<file path="config.mk">
export PLATFORM = sky130hd
export DESIGN_NAME = touch_gated_rainbow_pwm
export DESIGN_NICKNAME = d
export VERILOG_FILES = /design/src/rtl/tgrp_pkg.sv /design/src/rtl/touch_gated_rainbow_pwm.sv
export SDC_FILE = /design/constraint.sdc
export NUM_CORES = 1
export LEC_CHECK = 0
export ABC_AREA = 1
export BUFFER_PORTS_ARGS = -buffer_cell sky130_fd_sc_hd__buf_4
export CELL_PAD_IN_SITES_DETAIL_PLACEMENT = 1
export CELL_PAD_IN_SITES_GLOBAL_PLACEMENT = 2
export CORE_AREA = 2 2 137 139
export CTS_BUF_LIST = sky130_fd_sc_hd__clkbuf_16
export CTS_CLUSTER_SIZE = 10
export DETAILED_ROUTE_END_ITERATION = 10
export DIE_AREA = 0 0 139 141
export GPL_TIMING_DRIVEN = 0
export PLACE_DENSITY = 0.84
export SLEW_MARGIN = 10
export SYNTH_ARGS = -nofsm -noshare
export SYNTH_HDL_FRONTEND = slang
export SYNTH_SLANG_ARGS = --single-unit
</file>
<file path="constraint.sdc">
create_clock -name aclk -period 6.6 [get_ports aclk]
set_input_delay 1.32 -clock aclk [delete_from_list [all_inputs] [get_ports aclk]]
set_output_delay 1.32 -clock aclk [all_outputs]
set_load 0.005 [all_outputs]
</file>
<file path="src/rtl/tgrp_pkg.sv">
// Package for the touch-gated rainbow PWM block: widths, reset values,
// register indexes and the hue phase type. No dependencies.
package tgrp_pkg;

    localparam int PWM_TOP    = 256;
    localparam int LEVEL_W    = 9;
    localparam int THR_W      = 10;
    localparam int QUIET_W    = 16;
    localparam int STEP_W     = 7;
    localparam int CFG_ADDR_W = 2;
    localparam int CFG_DATA_W = 16;
    localparam int S_DATA_W   = 16;
    localparam int M_DATA_W   = 8;

    localparam logic [LEVEL_W-1:0] LEVEL_MAX      = LEVEL_W'(PWM_TOP);
    localparam logic [THR_W-1:0]   THRESHOLD_RST  = THR_W'(8);
    localparam logic [QUIET_W-1:0] QUIET_LIMIT_RST = QUIET_W'(300);
    localparam logic [STEP_W-1:0]  FADE_STEP_RST  = STEP_W'(4);

    typedef enum logic [CFG_ADDR_W-1:0] {
        CFG_THRESHOLD   = 2'd0,
        CFG_QUIET_LIMIT = 2'd1,
        CFG_FADE_STEP   = 2'd2
    } cfg_reg_t;

    typedef enum logic [2:0] {
        PH_GREEN_UP   = 3'd0,
        PH_RED_DOWN   = 3'd1,
        PH_BLUE_UP    = 3'd2,
        PH_GREEN_DOWN = 3'd3,
        PH_RED_UP     = 3'd4,
        PH_BLUE_DOWN  = 3'd5
    } hue_phase_t;

endpackage

</file>
<file path="src/rtl/touch_gated_rainbow_pwm.sv">
// Touch-gated rainbow fader with software PWM for an active-low RGB LED.
// Holds the touch gate, quiet counter, PWM counter and hue machine; uses tgrp_pkg.
//
// Channel  | Direction | Contents
// s_       | in        | tuser: sample_valid; tdata: touch_sample [9:0]
// m_       | out       | tdata: red_pin, green_pin, blue_pin, lamp_enabled [3:0]
// cfg_     | in        | register write: threshold, quiet limit, fade step
//
// One item is taken per cycle while s_tready is high; its result is registered in the
// output register when it is taken, after a single pass through the compare and add logic.
// Reset is synchronous and returns all state and registers but m_tdata_reg to their defaults.
// A stalled result holds the output register, and s_tready drops only while
// that register is full and not being taken.
module touch_gated_rainbow_pwm (
    input  logic                            aclk,
    input  logic                            aresetn,
    input  logic                            s_tvalid,
    output logic                            s_tready,
    input  logic                            s_tuser,   // [0] sample_valid
    input  logic [tgrp_pkg::S_DATA_W-1:0]   s_tdata,   // [9:0] touch_sample
    output logic                            m_tvalid,
    input  logic                            m_tready,
    // [0] red_pin, [1] green_pin, [2] blue_pin, [3] lamp_enabled
    output logic [tgrp_pkg::M_DATA_W-1:0]   m_tdata,
    input  logic                            cfg_wr_en,
    input  logic [tgrp_pkg::CFG_ADDR_W-1:0] cfg_addr,
    input  logic [tgrp_pkg::CFG_DATA_W-1:0] cfg_wdata
);
    import tgrp_pkg::*;

    logic [THR_W-1:0]   threshold_reg;
    logic [QUIET_W-1:0] quiet_limit_reg;
    logic [STEP_W-1:0]  fade_step_reg;

    logic [LEVEL_W-1:0] red_level_reg, red_level_next;
    logic [LEVEL_W-1:0] green_level_reg, green_level_next;
    logic [LEVEL_W-1:0] blue_level_reg, blue_level_next;
    hue_phase_t         hue_phase_reg, hue_phase_next;
    logic [LEVEL_W-1:0] pwm_count_reg, pwm_count_next;
    logic [QUIET_W-1:0] quiet_count_reg, quiet_count_next;
    logic               lamp_on_reg, lamp_on_next;
    logic               m_tvalid_reg;
    logic [M_DATA_W-1:0] m_tdata_reg, m_tdata_next;

    logic               accept;
    logic [THR_W-1:0]   sample;
    logic               touch;
    logic [QUIET_W-1:0] quiet_inc;
    logic               lamp_touched;
    logic               step_en;
    logic               red_pin, green_pin, blue_pin;

    logic [LEVEL_W-1:0] sel_level;
    logic               sel_up;
    logic               sel_known;
    logic [LEVEL_W:0]   up_sum;
    logic [LEVEL_W-1:0] moved_level;
    logic               sel_done;

    assign s_tready = !m_tvalid_reg || m_tready;
    assign accept   = s_tvalid && s_tready;
    assign m_tvalid = m_tvalid_reg;
    assign m_tdata  = m_tdata_reg;
    assign sample   = s_tdata[THR_W-1:0];

    always_ff @(posedge aclk) begin
        if (!aresetn) begin
            threshold_reg   <= THRESHOLD_RST;
            quiet_limit_reg <= QUIET_LIMIT_RST;
            fade_step_reg   <= FADE_STEP_RST;
        end else if (cfg_wr_en) begin
            unique case (cfg_addr)
                CFG_THRESHOLD:   threshold_reg   <= cfg_wdata[THR_W-1:0];
                CFG_QUIET_LIMIT: quiet_limit_reg <= cfg_wdata[QUIET_W-1:0];
                CFG_FADE_STEP:   fade_step_reg   <= cfg_wdata[STEP_W-1:0];
                default: ;
            endcase
        end
    end

    // Touch gate and quiet counter.
    always_comb begin
        touch        = s_tuser && (sample > threshold_reg);
        lamp_touched = lamp_on_reg || touch;
        quiet_inc    = quiet_count_reg;
        if (s_tuser && !touch && (quiet_count_reg != {QUIET_W{1'b1}})) begin
            quiet_inc = quiet_count_reg + QUIET_W'(1);
        end
        if (quiet_inc > quiet_limit_reg) begin
            quiet_count_next = '0;
            lamp_on_next     = 1'b0;
        end else begin
            quiet_count_next = quiet_inc;
            lamp_on_next     = lamp_touched;
        end
    end

    assign step_en = lamp_on_next && (pwm_count_reg >= LEVEL_MAX);

    // Channel selection and direction for the current hue phase.
    always_comb begin
        sel_level = red_level_reg;
        sel_up    = 1'b0;
        sel_known = 1'b1;
        unique case (hue_phase_reg)
            PH_GREEN_UP:   begin sel_level = green_level_reg; sel_up = 1'b1; end
            PH_RED_DOWN:   begin sel_level = red_level_reg;   sel_up = 1'b0; end
            PH_BLUE_UP:    begin sel_level = blue_level_reg;  sel_up = 1'b1; end
            PH_GREEN_DOWN: begin sel_level = green_level_reg; sel_up = 1'b0; end
            PH_RED_UP:     begin sel_level = red_level_reg;   sel_up = 1'b1; end
            PH_BLUE_DOWN:  begin sel_level = blue_level_reg;  sel_up = 1'b0; end
            default:       sel_known = 1'b0;
        endcase
    end

    always_comb begin
        up_sum = {1'b0, sel_level} + (LEVEL_W + 1)'(fade_step_reg);
        if (sel_up) begin
            moved_level = (up_sum >= (LEVEL_W + 1)'(PWM_TOP)) ? LEVEL_MAX
                                                                : up_sum[LEVEL_W-1:0];
            sel_done    = (up_sum >= (LEVEL_W + 1)'(PWM_TOP));
        end else begin
            moved_level = (sel_level > LEVEL_W'(fade_step_reg))
                        ? sel_level - LEVEL_W'(fade_step_reg) : '0;
            sel_done    = (moved_level == '0);
        end
    end

    // Next hue phase.
    always_comb begin
        hue_phase_next = hue_phase_reg;
        if (step_en) begin
            if (!sel_known) begin
                hue_phase_next = PH_GREEN_UP;
            end else if (sel_done) begin
                unique case (hue_phase_reg)
                    PH_GREEN_UP:   hue_phase_next = PH_RED_DOWN;
                    PH_RED_DOWN:   hue_phase_next = PH_BLUE_UP;
                    PH_BLUE_UP:    hue_phase_next = PH_GREEN_DOWN;
                    PH_GREEN_DOWN: hue_phase_next = PH_RED_UP;
                    PH_RED_UP:     hue_phase_next = PH_BLUE_DOWN;
                    PH_BLUE_DOWN:  hue_phase_next = PH_GREEN_UP;
                    default:       hue_phase_next = PH_GREEN_UP;
                endcase
            end
        end
    end

    // Channel levels, PWM counter and pins.
    always_comb begin
        red_level_next   = red_level_reg;
        green_level_next = green_level_reg;
        blue_level_next  = blue_level_reg;
        pwm_count_next   = pwm_count_reg;
        red_pin          = 1'b0;
        green_pin        = 1'b0;
        blue_pin         = 1'b0;
        if (lamp_on_next) begin
            red_pin   = !(pwm_count_reg < red_level_reg);
            green_pin = !(pwm_count_reg < green_level_reg);
            blue_pin  = !(pwm_count_reg < blue_level_reg);
            if (step_en) begin
                pwm_count_next = '0;
                case (hue_phase_reg)
                    PH_GREEN_UP, PH_GREEN_DOWN: green_level_next = moved_level;
                    PH_RED_DOWN, PH_RED_UP:     red_level_next   = moved_level;
                    PH_BLUE_UP, PH_BLUE_DOWN:   blue_level_next  = moved_level;
                    default: ;
                endcase
            end else begin
                pwm_count_next = pwm_count_reg + LEVEL_W'(1);
            end
        end
        m_tdata_next = {{(M_DATA_W - 4){1'b0}}, lamp_on_next, blue_pin, green_pin, red_pin};
    end

    always_ff @(posedge aclk) begin
        if (!aresetn) begin
            red_level_reg   <= LEVEL_MAX;
            green_level_reg <= '0;
            blue_level_reg  <= '0;
            hue_phase_reg   <= PH_GREEN_UP;
            pwm_count_reg   <= '0;
            quiet_count_reg <= '0;
            lamp_on_reg     <= 1'b0;
            m_tvalid_reg    <= 1'b0;
        end else begin
            if (accept) begin
                red_level_reg   <= red_level_next;
                green_level_reg <= green_level_next;
                blue_level_reg  <= blue_level_next;
                hue_phase_reg   <= hue_phase_next;
                pwm_count_reg   <= pwm_count_next;
                quiet_count_reg <= quiet_count_next;
                lamp_on_reg     <= lamp_on_next;
                m_tvalid_reg    <= 1'b1;
            end else if (m_tready) begin
                m_tvalid_reg    <= 1'b0;
            end
        end
    end

    always_ff @(posedge aclk) begin
        if (accept) begin
            m_tdata_reg <= m_tdata_next;
        end
    end

    a_levels_bounded: assert property (@(posedge aclk) disable iff (!aresetn)
        (red_level_reg <= LEVEL_MAX) && (green_level_reg <= LEVEL_MAX)
        && (blue_level_reg <= LEVEL_MAX) && (pwm_count_reg <= LEVEL_MAX))
        else $error("level or PWM count above period top");

    a_off_pins_low: assert property (@(posedge aclk) disable iff (!aresetn)
        (m_tvalid_reg && !m_tdata_reg[3]) |-> (m_tdata_reg[2:0] == 3'b000))
        else $error("pins driven high while lamp is off");

    a_off_pwm_holds: assert property (@(posedge aclk) disable iff (!aresetn)
        (accept && !lamp_on_next) |=> $stable(pwm_count_reg) && $stable(hue_phase_reg))
        else $error("PWM count or hue moved while lamp is off");

    a_lamp_matches_result: assert property (@(posedge aclk) disable iff (!aresetn)
        accept |=> (m_tdata_reg[3] == lamp_on_reg))
        else $error("lamp flag in result disagrees with lamp state");

endmodule
</file>
==> out/metrics.yaml, run 1 <==
grt_antenna_before_repair: 0
ff2ff_path_depth: 25
critPathMostFrequentCell: "nand2_1"
finish.utilization_pct: 41.2
tightest_slew_ps: 1010
p_per_area_nw_per_um2: 183
fmax_mhz: 199
grt_max_degree: 18
synthTopCellsByArea: "dfxtp_1, ha_1, nand2_1"
die-area_um2: 19600
ant_nets: 0
hold_class: "reg -> reg"
syn_area_per_cell_um2: 6.92
clock-sinks: 94
ys_seq_area_share_pct: 29.0
yosysTopAreaCellShare_pct: 27.1
p_sw_share_pct: 30.3
layout.nets: 1120
critical_path_class: "in -> reg"
cts_hold_buf: 0
start_util_pct: 36.3
route.detailed.wl_per_inst_um: 15.5
critPathMaxFanout: 10
hpwl_um: 15600
gp_congestion: 0.824
crit_slowest_cell: "ha_1"
grt_pass1_vias: 6384
clkPwrFrac_pct: 39.4
ys_types: 46
worstHoldPathCells: 2
synth-edff-count: 4
overflow: 0
nFillCells: 2387
ys_ff_latch: 94
root_buffer: "clkbuf_16"
ctsResizeCount: 0
synthFlopType: "dfxtp_1"
switchingPower_uw: 418
drive_gt1_share_pct: 12.3
start_kind: "input pin"
critPathRequiredTime_ps: 6820
port_buffers: 39
critPathBufInv: 5
fin_crit_sh_pct: 76.0
cp_top_family: "simple AND/OR/NAND/NOR gates"
leakagePower_uw: 0.00349
syn_inst: 959
max_stage_delay_ps: 300
firstDrtPassIters: 4
yosysMostFrequentCell: "nand2_1"
insertedDiodeCount: 0
finalMaxSlewViolations: 0
path_depth: 29
synthTopCellsByCount: "nand2_1, inv_1, a21oi_1"
slew_headroom_pct: 32.4
ir_drop_mv: 0.128
clk_latency_ps: 360
htreeDepth: 3
status: "complete, no violations"
seqPwrFrac_pct: 44.0
die_x_um: 139
maxCapViolations: 0
synth_warnings: 0
grt_pass1_wl_um: 32500
ios: 50
synthToLayoutAreaGrowth_pct: 13.5
cts_tree: "yes"
share_comb_of_total_power_pct: 16.6
p_int_uw: 963
post-route-min-period_ps: 5020
die_y_um: 141
clkTransAtPathRegs_ps: 70
routed_wl_um: 19400
vias: 6236
grt_usage_pct: 20.7
finalHoldViolCount: 0
post-cts-setup-buffers: 0
placementRows: 50
core_um2: 18300
setup_violations: 0
synth_area_um2: 6640
drt-vias-per-instance: 4.98
grt_setup_unrepaired: "false"
setup_tns_ps: 0
cts_buffers: 9
crit_path_end_kind: "flip-flop"
async_flop_share_pct: 0
crit_arrival_ps: 5240
clock_skew_ps: 10.5
drc: 0
drt-initial-drc-count: 222
yosysTopAreaCell: "dfxtp_1"
cts_buffer_depth: 2
## power by group through the flow
stage	logic [µW]	clock network (µW)	registers [µW]
after floorplan	151	0	617
after global placement	228	0	621
after detailed placement	233	0	621
after CTS	235	554	608
after global routing	267	578	610
final	229	544	607
## area by class of cell
cell class / instances / area, µm² / share of cell area, %
well taps: 234 / 293 / 3.89
clock buffers: 10 / 250 / 3.32
repair buffers: 39 / 293 / 3.89
clock inverters: 6 / 50.0 / 0.664
inverters: 143 / 539 / 7.16
flip-flops and latches: 94 / 1920 / 25.5
plain buffers: 34 / 175 / 2.33
multi-input cells: 691 / 4010 / 53.2
## layout by cell type, fill, tap and decap left out, types with 3 or more instances in the layout
master / instances
a21oi_1: 110
buf_2: 11
buf_4: 44
clkbuf_1: 15
clkbuf_16: 10
conb_1: 4
dfxtp_1: 90
edfxtp_1: 4
ha_1: 66
inv_1: 128
inv_2: 14
nand2_1: 205
nand2_2: 5
nand2_4: 10
nand3_1: 61
nand3b_1: 3
nand4_1: 16
nor2_1: 72
nor2_2: 3
nor2_4: 3
nor3_1: 11
o211ai_1: 6
o21ai_0: 49
o21ai_1: 9
o21ai_2: 4
o221ai_1: 5
or2_2: 3
xnor2_1: 6
xor2_1: 17
## per-stage QoR
stage / total power, µW / cell area (µm²) / cells / setup slack (ps) / hold slack (ps)
detailed placement: 854 / 7230 / 1235 / 1160 / 456
global route: 1460 / 7530 / 1251 / 974 / 482
floorplan: 769 / 6650 / 962 / 2310 / 433
finish: 1380 / 7530 / 1251 / 1580 / 462
global placement: 849 / 7230 / 1235 / 1210 / 451
CTS: 1400 / 7530 / 1251 / 1510 / 466
## final timing paths
kind	startpoint	slack (ps)	endpoint
max	s_tdata[7]	1580	red_level_reg[3]
min	quiet_limit_reg[14]	460	quiet_limit_reg[14]
max reg2reg	quiet_count_reg[0]	2250	red_level_reg[3]
min reg2reg	quiet_limit_reg[14]	460	quiet_limit_reg[14]
## layer usage
metal	routed length (µm)	GRT usage (%)
met3	563	2.41
met1	8890	25.9
met4	397	6.27
met5	0	0
met2	9560	37.4
## tightest hold or removal path, cell delays in order, from the launching register on
cell,delay (ps)
dfxtp_1,300
inv_1,60
a21oi_1,60
## cells by family (layout without fill, tap and decap cells)
group,count (synthesis),count (layout),synth area share (%)
buffers and inverters,177,232,10.8
XOR/XNOR,23,23,3.04
flip-flops,94,94,29.0
AND/OR/NAND/NOR,403,403,28.4
AO/OA/AOI/OAI,193,193,15.8
adder cells (fa/ha/maj),68,68,13.0
other,1,4,0.0565
Power figures use the tool's default switching activity.
==> run 2: changes to the inputs <==
- CORE_AREA: 2 2 137 139 -> 2 2 141 143
- DIE_AREA: 0 0 139 141 -> 0 0 143 145
- PLACE_DENSITY: 0.84 -> 0.8
- clock period: 6.6 -> 5.2 ns (I/O delays scaled with it)
==> out/metrics.yaml, run 2 (synthesized netlist as in run 1, its figures left out) <==
start_util_pct: 34.6  # -1.8 points
grt_setup_unrepaired: "false"
drive_gt1_share_pct: 12.3  # -0.036 points
cts_buffer_depth: 2  # unchanged
ir_drop_mv: 0.165  # +28%
clkTransAtPathRegs_ps: 70  # about the same
crit_arrival_ps: 4970  # -270 ps
finish.utilization_pct: 39.5  # -1.8 points
critical_path_class: "in -> reg"
route.detailed.wl_per_inst_um: 15.4  # -0.86%
r2r_slack_ps: 800  # -1450 ps
htreeDepth: 3  # unchanged
grt_usage_pct: 20.0  # -0.69 points
die-area_um2: 20700  # +5.8%
drt-initial-drc-count: 199  # -10%
overflow: 0  # unchanged
maxCapViolations: 0  # unchanged
max_stage_delay_ps: 290  # about the same
tightest_slew_ps: 1040  # +38.4 ps
finalMaxSlewViolations: 0  # unchanged
drc: 0  # unchanged
status: "complete, no violations"
ant_nets: 0  # unchanged
hpwl_um: 15800  # +1.6%
gp_congestion: 0.804  # -2.4%
critPathRequiredTime_ps: 5490  # -1330 ps
ios: 50  # unchanged
leakagePower_uw: 0.00351  # +0.66%
root_buffer: "clkbuf_16"
start_kind: "input pin"
setup_tns_ps: 0  # unchanged
die_x_um: 143  # +2.9%
finalHoldViolCount: 0  # unchanged
slew_headroom_pct: 29.8  # -2.6 points
clock-sinks: 94  # unchanged
firstDrtPassIters: 4  # unchanged
die_y_um: 145  # +2.8%
crit_path_end_kind: "flip-flop"
critPathMaxFanout: 10  # unchanged
placementRows: 51  # +2.0%
core_um2: 19200  # +5.1%
grt_antenna_before_repair: 0  # unchanged
cts_hold_buf: 0  # unchanged
cts_tree: "yes"
hold_class: "reg -> reg"
layout.nets: 1123  # +0.27%
fin_crit_sh_pct: 90.2
grt_max_degree: 15  # -3
grt_pass1_wl_um: 32800  # +0.85%
critPathMostFrequentCell: "nand2_1"
grt_pass1_vias: 6300  # -1.3%
crit_slowest_cell: "ha_1"
post-route-min-period_ps: 4690
p_per_area_nw_per_um2: 229  # +25%
vias: 6183  # -0.85%
fmax_mhz: 213
port_buffers: 39  # unchanged
hold_slack_ps: 464  # +1.15 ps
cts_buffers: 9  # unchanged
final_common_cell: "nand2_1"
synthToLayoutAreaGrowth_pct: 14.2
insertedDiodeCount: 0  # unchanged
clk_latency_ps: 360  # about the same
drt-vias-per-instance: 4.81  # -3.5%
clock_skew_ps: 8.18  # -2.35 ps
routed_wl_um: 19800  # +1.8%
setup_violations: 0  # unchanged
final_cell_mix: "nand2_1, inv_1, a21oi_1"
## run 2: final cells by class
cell class	instances	area (µm²)
Buffer	34	176
Clock buffer	9	225
Clock inverter	7	58.8
Fill cell	2464	11600
Inverter	143	539
Multi-Input combinational cell	691	4010
Sequential cell	94	1920
Tap cell	265	332
Timing Repair Buffer	42	315
## run 2: timing repair
| action | CTS | global route |
|---|---|---|
| resized for setup | 0 | 2 |
| setup buffers | 0 | 3 |
| endpoints found under the setup margin | 0 | 21 |
## run 2: layer usage
layer	up-vias	global-route usage, %	part of all wire [%]
met2	48	34.3	49
li1	3226	-	-
met3	14	2.41	1.5
met1	2895	26.2	48
met4	0	5.64	1.5
met5	-	0	0
## run 2: final timing paths
check                                          end  cells after the start               start
worst max-delay path            green_level_reg[1]                     29          s_tdata[7]
worst max register to register  green_level_reg[1]                     25  quiet_count_reg[0]
worst min register to register  green_level_reg[3]                      2  green_level_reg[3]
worst min-delay path            green_level_reg[3]                      2  green_level_reg[3]
## run 2: worst max-delay path: cells and delay by family
family | cells | cell delay [ps]
AND/OR/NAND/NOR | 16 | 1810
buffers and inverters | 6 | 960
AO/OA/AOI/OAI | 5 | 610
adder cells (fa/ha/maj) | 2 | 530
## run 2: metrics by stage
stage | std cells | worst slack (ps) | cell area (µm²) | total power, µW
2_1_floorplan | 962 | 1190 | 6650 | 976
3_3_place_gp | 1266 | 77.4 | 7270 | 1080
3_5_place_dp | 1266 | 41.0 | 7270 | 1090
4_1_cts | 1282 | 387 | 7560 | 1760
5_1_grt | 1285 | 24.2 | 7580 | 1820
6_report | 1285 | 512 | 7580 | 1730
## run 2: power by group
part           internal (µW)  total, µW  switching [µW]
combinational            109        294             186
sequential               753        771            18.5
clock                    367        667             301
==> run 3: changes to the inputs <==
- ABC_AREA: 1 -> default
- CORE_AREA: 2 2 141 143 -> 2 2 139 141
- DIE_AREA: 0 0 143 145 -> 0 0 141 143
- PLACE_DENSITY: 0.8 -> 0.78
==> out/metrics.yaml, run 3 <==
status: "complete, but fails checks"
failed_checks: "setup timing"
hold_class: "reg -> reg"
routed_wl_um: 23200  # +17%
grt_usage_pct: 23.5  # +3.5 points
maxCapViolations: 0  # unchanged
fmax_mhz: 190  # -11%
grt_pass1_vias: 6839  # +8.6%
yosysMostFrequentCell: "nand2_1"
p_per_area_nw_per_um2: 204  # -11%
core_um2: 18600  # -3.3%
nFillCells: 2247  # -8.8%
clk_latency_ps: 370  # about the same
gp_congestion: 0.864  # +7.5%
synthTopCellsByArea: "dfxtp_1, ha_1, a21oi_1"
power.total_uw: 1690  # -2.2%
critPathMaxFanout: 7  # -3
htreeDepth: 3  # unchanged
syn_area_per_cell_um2: 7.85  # +13%
clock-sinks: 94  # unchanged
final_cell_mix: "nand2_1, dfxtp_1, buf_4"
dpl_worst_slack_ps: -1150  # -1190 ps
cts_buffer_depth: 2  # unchanged
setup_tns_ps: -282  # -282 ps
syn_inst: 837  # -13%
ys_types: 76  # +65%
cts_hold_buf: 0  # unchanged
grt_antenna_before_repair: 0  # unchanged
yosysTopAreaCell: "dfxtp_1"
post-route-min-period_ps: 5270  # +578 ps
start_kind: "input pin"
synthFlopType: "dfxtp_1"
finalMaxSlewViolations: 0  # unchanged
port_buffers: 38  # -2.6%
synthTopCellsByCount: "nand2_1, dfxtp_1, a21oi_1"
clock_skew_ps: 15.0  # +6.86 ps
r2r_start: "threshold_reg[3]"
ff_latch_area_um2: 1920  # unchanged
clkTransAtPathRegs_ps: 70  # about the same
async_flop_share_pct: 0  # unchanged
root_buffer: "clkbuf_16"
start_util_pct: 35.4  # +0.82 points
hold_end: "quiet_limit_reg[9]"
worstHoldPathCells: 2  # unchanged
synthToLayoutAreaGrowth_pct: 26.3
cts_buffers: 9  # unchanged
ys_seq_area_share_pct: 29.2  # +0.29 points
ff2ff_path_depth: 22  # -12%
leakagePower_uw: 0.00321  # -8.5%
insertedDiodeCount: 0  # unchanged
ys_ff_latch: 94  # unchanged
synth-edff-count: 4  # unchanged
crit_arrival_ps: 5540  # +570 ps
holdCritStartpoint: "quiet_limit_reg[9]"
r2r_slack_ps: 280  # -520 ps
grt_pass1_wl_um: 36700  # +12%
drc: 0  # unchanged
fin_crit_sh_pct: 101  # +11 points
grt_max_degree: 17  # +2
hpwl_um: 16600  # +4.8%
placementRows: 50  # -2.0%
ant_nets: 0  # unchanged
drive_gt1_share_pct: 20.3  # +8.0 points
critical_path_class: "in -> reg"
setup_violations: 6  # +6
vias: 6518  # +5.4%
placed_cell_area_um2: 7160  # -1.5%
critPathRequiredTime_ps: 5480  # about the same
final_area_um2: 8300  # +9.5%
drt-vias-per-instance: 5.54  # +15%
finalHoldViolCount: 0  # unchanged
synth_area_um2: 6570  # -0.98%
grt_setup_unrepaired: "true"
ir_drop_mv: 0.136  # -17%
final_cells: 1176  # -8.5%
die-area_um2: 20200  # -2.8%
die_x_um: 141  # -1.4%
ios: 50  # unchanged
multi_input_area_um2: 4550  # +13%
layout.nets: 1045  # -6.9%
r2r_end: "green_level_reg[2]"
tightest_slew_ps: 788  # -256 ps
firstDrtPassIters: 4  # unchanged
dp_cells: 1112  # -12%
slew_headroom_pct: 47.5  # +18 points
drt-initial-drc-count: 303  # +52%
yosysTopAreaCellShare_pct: 27.4  # +0.27 points
overflow: 0  # unchanged
synth_warnings: 0  # unchanged
die_y_um: 143  # -1.4%
cts_tree: "yes"
crit_path_end_kind: "flip-flop"
timing.final.ws_setup_ps: -65.8  # -578 ps
route.detailed.wl_per_inst_um: 19.7  # +28%
==> run 3: cell types whose count changed in the layout (fill, tap and decap cells not counted), moves of 13 or more <==
| cell | change |
|---|---|
| nand2_1 | -115 |
| inv_1 | -64 |
| nand3_1 | -45 |
| buf_4 | +36 |
| a21oi_1 | -30 |
| a22oi_1 | +16 |
| buf_6 | +14 |
| inv_2 | -13 |
| mux2i_1 | +13 |
==> run 3: power breakdown <==
part           leakage (µW)  internal, µW  switching [µW]
clock              0.000157           425             319
sequential         0.000768           740            10.2
combinational       0.00229          85.1             116
==> run 3: metrics by stage <==
step                hold WS (ps)  util (%)
finish                       460      44.7
global route                 481      44.7
CTS                          462      42.9
detailed placement           451      38.5
global placement             448      38.5
floorplan                    436         -
==> run 3: logic make-up after synthesis <==
logic type,synth area share (%)
and+or+nand+nor,20.7
AOI/OAI and AO/OA,23.9
buffers and inverters,7.29
DFF,29.2
adders and majority gates,13.2
xor gates and xnor gates,2.93
muxes,2.72
other,0.0571
==> run 3: worst max-delay path, cell delays in order <==
cell,delay (ps)
buf_6,100
ha_4,210
a21oi_2,150
o21ai_2,80
a2111o_1,490
a21o_1,240
nor3_4,280
buf_4,160
nand4_1,160
xnor2_2,190
ha_1,320
nand4_1,170
nor3_2,90
a21boi_4,160
o41ai_4,350
buf_4,200
buf_6,110
nand3_4,150
nor4b_4,340
buf_4,200
nand2_2,120
o22ai_1,210
==> run 3: per-layer routing <==
metal  vias to the layer above  part of all wire, %  GRT usage, %
met4                         0                  3.4          11.4
met1                      3210                   42          27.7
met3                        43                  2.1          3.29
met2                       101                   52          42.2
met5                         -                    0             0
li1                       3164                    -             -
==> run 3: final cells by class <==
cell class | count | share of cell area [%]
sequential | 94 | 23.2
buffer | 43 | 3.03
timing repair buffer | 87 | 8.50
clock inverter | 7 | 1.16
clock buffer | 9 | 2.71
multi-input combinational | 633 | 54.8
inverter | 69 | 3.12
tap | 234 | 3.53
==> run 3: timing repair <==
action                     in CTS  in global routing
cloned                          1                  0
resized for setup              31                 56
setup buffers                  42                  8
setup endpoints to repair      59                 49
pin swaps                      17                 32
==> run 3: worst max-delay path by stage <==
| stage | from | endpoint | slack, ps |
|---|---|---|---|
| final | s_tdata[3] | green_level_reg[2] | -70 |
| after floorplan | s_tdata[5] | green_level_reg[5] | 310 |
| after global placement | s_tdata[5] | red_level_reg[8] | -1040 |
| after global routing | s_tdata[3] | green_level_reg[2] | -220 |
| after CTS | s_tdata[4] | pwm_count_reg[6] | -40 |
| after detailed placement | s_tdata[5] | red_level_reg[8] | -1150 |
